## src/sv/pwmpp_pkg.sv

```systemverilog
// Package for the PWM prescaler and period planner.
// Holds field widths, command and register codes, divider tables and the divider request and response types.
// Depends on nothing; every other file of the block imports it.
package pwmpp_pkg;

  localparam int unsigned CMD_W     = 2;
  localparam int unsigned FREQ_W    = 30;
  localparam int unsigned SRC_W     = 28;
  localparam int unsigned MULT_W    = 13;
  localparam int unsigned SEL_W     = 3;
  localparam int unsigned PERIOD_W  = 16;
  localparam int unsigned FDES_W    = 27;
  localparam int unsigned PROD_W    = 11;
  localparam int unsigned GRID_W    = 11;
  localparam int unsigned CFG_IDX_W = 1;

  localparam int unsigned DIV_DEND_W = 34;
  localparam int unsigned DIV_DSOR_W = 31;
  localparam int unsigned DIV_CNT_W  = 6;

  localparam logic [CMD_W-1:0] CMD_SEARCH = 2'd0;
  localparam logic [CMD_W-1:0] CMD_FAST   = 2'd1;
  localparam logic [CMD_W-1:0] CMD_GRID   = 2'd2;

  localparam logic [CFG_IDX_W-1:0] CFG_SOURCE_CLOCK = 1'b0;
  localparam logic [CFG_IDX_W-1:0] CFG_GRID_MULT    = 1'b1;

  localparam logic [SRC_W-1:0]    SOURCE_CLOCK_RESET = 28'd100000000;
  localparam logic [MULT_W-1:0]   GRID_MULT_RESET    = 13'd512;
  localparam logic [PERIOD_W-1:0] RESET_PERIOD       = 16'd1000;
  localparam logic [PERIOD_W-1:0] FALLBACK_PERIOD    = 16'd60000;
  localparam logic [GRID_W-1:0]   GRID_LOW           = 11'd560;
  localparam logic [GRID_W-1:0]   GRID_HIGH          = 11'd1280;

  localparam logic [DIV_CNT_W-1:0] TICK_STEPS  = 6'd28;
  localparam logic [DIV_CNT_W-1:0] COUNT_STEPS = 6'd29;
  localparam logic [DIV_CNT_W-1:0] FAST_STEPS  = 6'd34;

  typedef struct packed {
    logic                  start;
    logic [DIV_DEND_W-1:0] dividend;
    logic [DIV_DSOR_W-1:0] divisor;
    logic [DIV_CNT_W-1:0]  steps;
  } div_req_t;

  typedef struct packed {
    logic                  done;
    logic [DIV_DEND_W-1:0] quotient;
  } div_rsp_t;

  function automatic logic [3:0] hs_div_val(input logic [SEL_W-1:0] sel);
    logic [3:0] val;
    unique case (sel)
      3'd0:    val = 4'd1;
      3'd1:    val = 4'd2;
      3'd2:    val = 4'd4;
      3'd3:    val = 4'd6;
      3'd4:    val = 4'd8;
      3'd5:    val = 4'd10;
      3'd6:    val = 4'd12;
      default: val = 4'd14;
    endcase
    return val;
  endfunction

endpackage

```

## src/sv/pwmpp_div.sv

```systemverilog
// Shared restoring divider of the PWM planner, one quotient bit per cycle.
// The dividend arrives left aligned; steps sets how many of its upper bits are divided.
// Depends on pwmpp_pkg for the request and response types.
module pwmpp_div import pwmpp_pkg::*; (
  input  logic     clk_i,
  input  logic     rst_ni,
  input  div_req_t req_i,
  output div_rsp_t rsp_o
);

  logic [DIV_CNT_W-1:0]  cnt_q;
  logic                  done_q;
  logic [DIV_DEND_W-1:0] quo_q;
  logic [DIV_DSOR_W-1:0] rem_q;
  logic [DIV_DSOR_W-1:0] dsor_q;
  logic [DIV_DSOR_W:0]   rem_shift;
  logic [DIV_DSOR_W+1:0] diff;

  assign rem_shift = {rem_q, quo_q[DIV_DEND_W-1]};
  assign diff      = {1'b0, rem_shift} - {2'b00, dsor_q};

  always_ff @(posedge clk_i or negedge rst_ni) begin
    if (!rst_ni) begin
      cnt_q  <= '0;
      done_q <= 1'b0;
    end else begin
      done_q <= 1'b0;
      if (req_i.start) begin
        cnt_q <= req_i.steps;
      end else if (cnt_q != '0) begin
        cnt_q  <= cnt_q - 1'b1;
        done_q <= (cnt_q == DIV_CNT_W'(1));
      end
    end
  end

  always_ff @(posedge clk_i) begin
    if (req_i.start) begin
      quo_q  <= req_i.dividend;
      rem_q  <= '0;
      dsor_q <= req_i.divisor;
    end else if (cnt_q != '0) begin
      quo_q <= {quo_q[DIV_DEND_W-2:0], ~diff[DIV_DSOR_W+1]};
      rem_q <= diff[DIV_DSOR_W+1] ? rem_shift[DIV_DSOR_W-1:0] : diff[DIV_DSOR_W-1:0];
    end
  end

  assign rsp_o.done     = done_q;
  assign rsp_o.quotient = quo_q;

endmodule

```

## config.mk

```make
export PLATFORM = sky130hd
export DESIGN_NAME = pwmpp_div
export DESIGN_NICKNAME = d
export VERILOG_FILES = /design/src/sv/pwmpp_pkg.sv /design/src/sv/pwmpp_div.sv
export SDC_FILE = /design/constraint.sdc
export NUM_CORES = 1
export LEC_CHECK = 0
export BUFFER_PORTS_ARGS = -buffer_cell sky130_fd_sc_hd__buf_2
export CORE_ASPECT_RATIO = 0.7
export CORE_MARGIN = 3
export CORE_UTILIZATION = 61
export DETAILED_ROUTE_END_ITERATION = 6
export GPL_TIMING_DRIVEN = 0
export PLACE_DENSITY = 0.89
export SYNTH_ARGS = -nofsm -noshare
export SYNTH_HDL_FRONTEND = slang
export SYNTH_SLANG_ARGS = --single-unit
```

## constraint.sdc

```tcl
create_clock -name clk_i -period 5.2 [get_ports clk_i]
set_clock_uncertainty 0.1 [all_clocks]
set_input_delay 0.52 -clock clk_i [delete_from_list [all_inputs] [get_ports clk_i]]
set_output_delay 0.52 -clock clk_i [all_outputs]
set_load 0.05 [all_outputs]
```

==> impl_metrics.json <==
{
  "tightest_slew_ps": 844,
  "endpoint_kind": "flop",
  "die_area_um2": 10900,
  "post_cts_buffers": 0,
  "rows": 29,
  "rr_startpoint": "quo_q[33]",
  "cap_violations": 0,
  "first_iter_violations": 405,
  "antenna_found_initial": 0,
  "drc_errors": 0,
  "fin_crit_ps": 3540,
  "clk_pin_slew_worst_paths_ps": 80,
  "crit_type": "flop to flop",
  "tns_ps": 0,
  "cp-startpoint": "quo_q[33]",
  "die_w_um": 123,
  "dieHeight_um": 88.2,
  "m1WireLength_um": 6370,
  "hold_buffers": 1,
  "dr_wl_met2_um": 7270,
  "netlist-cell-type-count": 64,
  "grt_pass1_wl_um": 23200,
  "avgSynthCellArea_um2": 10.2,
  "fillCellCount": 657,
  "endpoint": "rem_q[21]",
  "clock_sinks": 103,
  "core-area_um2": 9220,
  "cts_buffer_depth": 2,
  "numPortBuffers": 108,
  "grt-ovfl-total": 0,
  "met3WireLength_um": 1290,
  "regArea_um2": 2750,
  "area_growth_pct": 17.1,
  "cp.arrival_ps": 3690,
  "gp_congestion": 0.901,
  "ff2ff_path_depth": 13,
  "syn_area_um2": 5890,
  "root_buffer": "clkbuf_16",
  "ys_warn_count": 0,
  "rsz0062_at_grt": "no",
  "hp-class": "input pin to flop",
  "route.detailed.vias_per_inst": 6.14,
  "drv_slew": 0,
  "vias": 5070,
  "switching_share_pct": 34.7,
  "power.leakage_nw": 3.00,
  "multiInputGateArea_um2": 2870,
  "ys_seq_area_share_pct": 46.6,
  "rrSetupSlack_ps": 1660,
  "fin_hold_ws_ps": 237,
  "power_mw": 2.35,
  "synth_seq_cells": 103,
  "nets": 805,
  "layout-drive-gt1-share_pct": 25.9,
  "antenna_left": 0,
  "max_freq_mhz": 282,
  "finalCritPeriodShare_pct": 68.1,
  "dpl.hpwl_um": 11100,
  "grt_use_total_pct": 27.7,
  "antenna_cells": 0,
  "cts_tree": "yes",
  "dr.pass1.iters": 5,
  "power_frac_comb_pct": 27.9,
  "critPathMaxFanout": 10,
  "setup-violations-final": 0,
  "status": "completed",
  "htree_levels": 3,
  "wire_per_inst_um": 18.6,
  "clock_latency_ps": 350,
  "numCtsBuffers": 9,
  "boundaryPins": 109,
  "route.top_layer_used": "met4",
  "ctsResizeCount": 0,
  "synth-main-ff-cell": "edfxtp_1",
  "hold_violations": 0,
  "grt_pass1_vias": 4676,
  "start_kind": "flop",
  "synth-async-reset-ratio_pct": 6.80,
  "seqPwrFrac_pct": 43.5,
  "cp.required_ps": 5350,
  "grt_max_degree": 35,
  "start_util_pct": 63.9,
  "clkPwrFrac_pct": 28.6,
  "synthCells": 577,
  "reg2reg_to": "rem_q[21]",
  "drt-total-wl_um": 15300,
  "synth-edff-count": 65,
  "ir_drop_uv": 261,
  "syn-num-nets": 685,
  "p_int_mw": 1.54,
  "power_density_nw_per_um2": 341,
  "p_switching_mw": 0.817,
  "slew_headroom_pct": 43.6
}
## per-layer routing
layer | vias to the layer above | GRT usage (%)
met2 | 262 | 44.0
met1 | 2379 | 37.9
li1 | 2383 | -
met4 | 0 | 9.25
met5 | - | 0
met3 | 46 | 6.26
## synth_stat cells (7+ instances only)
master	n	share of area, %
a311oi_1	23	3.4
o21ai_0	20	1.7
a21o_1	10	1.3
nand3_1	12	1.0
nand2b_1	11	1.2
inv_1	38	2.4
nand2_1	63	4.0
ha_1	33	7.0
mux2_2	36	6.9
edfxtp_1	65	33
dfxtp_1	31	11
nor3_1	7	0.59
clkbuf_1	18	1.1
nor2_1	49	3.1
xnor2_1	13	1.9
dfrtp_1	7	3.0
a21oi_1	38	3.2
## flip-flops by register name (all words and copies together), names as in the netlist
name / flops
dsor_q: 31
cnt_q: 6
done_q: 1
quo_q: 34
rem_q: 31
## cells by family after synthesis
group,count (synthesis),share of synthesized area [%]
buffers and inverters,66,4.76
XOR/XNOR,19,2.82
multiplexers,36,6.88
adder cells (fa/ha/maj),34,7.35
AND/OR/NAND/NOR,172,13.5
AO/OA/AOI/OAI,147,18.1
flip-flops,103,46.6
## cell type report
cell class / count / share of cell area [%]
clock buffer: 9 / 3.26
sequential: 103 / 39.8
tap: 124 / 2.25
inverter: 38 / 2.07
timing repair buffer: 109 / 7.98
buffer: 28 / 1.99
multi-input combinational: 408 / 41.5
clock inverter: 7 / 1.07
## how the worst min path moves through the flow
stage,from,to,slack [ps],depth (start not counted)
finish,req_i[20],dsor_q[14],240,1
global route,req_i[24],dsor_q[18],230,1
CTS,req_i[27],dsor_q[21],230,1
detailed placement,rst_ni,done_q,270,1
global placement,rst_ni,cnt_q[4],260,1
floorplan,rst_ni,cnt_q[0],120,0
## critical path, cell delays in order, from the launching register on
cell and delay, ps:
edfxtp_1 370, inv_1 50, ha_1 220, fa_1 390
nand2b_1 240, a211oi_4 310, o21ai_2 170, o211a_4 290
a21oi_4 310, o21a_1 260, buf_6 190, buf_6 170
nand2_1 60, a311oi_1 310
## layout by cell type (no fill, tap or decap), types with 3 or more instances in the layout
cell       instances
xnor2_1           13
dfxtp_1           31
nor2_1            49
a21o_1            10
edfxtp_1          65
a21oi_1           38
o21ai_2            3
o21ai_0           20
a31oi_1            4
or3_1              4
buf_6              3
nor2b_1            5
nand2_1           62
nand2b_1          11
ha_1              33
nand3_1           12
mux2_2            36
o31ai_1            4
clkbuf_1          18
inv_8              3
a311oi_1          23
o211ai_1           4
and4_1             3
nor3_1             7
and3_1             3
dfrtp_1            7
o21a_1             6
buf_2            113
clkbuf_16          9
inv_1             38
xor2_1             6
a211oi_1           6
nor4_1             3
or4_1              3
o2bb2ai_1          3
## per-stage QoR
step / std cells / cell area [um^2] / setup slack, ps / util [%]
6_report: 826 / 6900 / 1660 / 74.9
5_1_grt: 826 / 6900 / 1520 / 74.9
4_1_cts: 826 / 6900 / 1660 / 74.8
3_5_place_dp: 809 / 6590 / 1780 / 71.5
3_3_place_gp: 809 / 6590 / 1880 / 71.5
2_1_floorplan: 577 / 5890 / 1910 / -
## power groups by stage
stage          Clock, mW  Combinational [mW]  Sequential [mW]
2_1_floorplan          0               0.356             1.15
5_1_grt            0.706               0.707             1.03
4_1_cts            0.680               0.646             1.02
3_5_place_dp           0               0.638             1.04
6_report           0.673               0.656             1.02
3_3_place_gp           0               0.615             1.03
No activity file was read; power rests on OpenSTA's default activity.
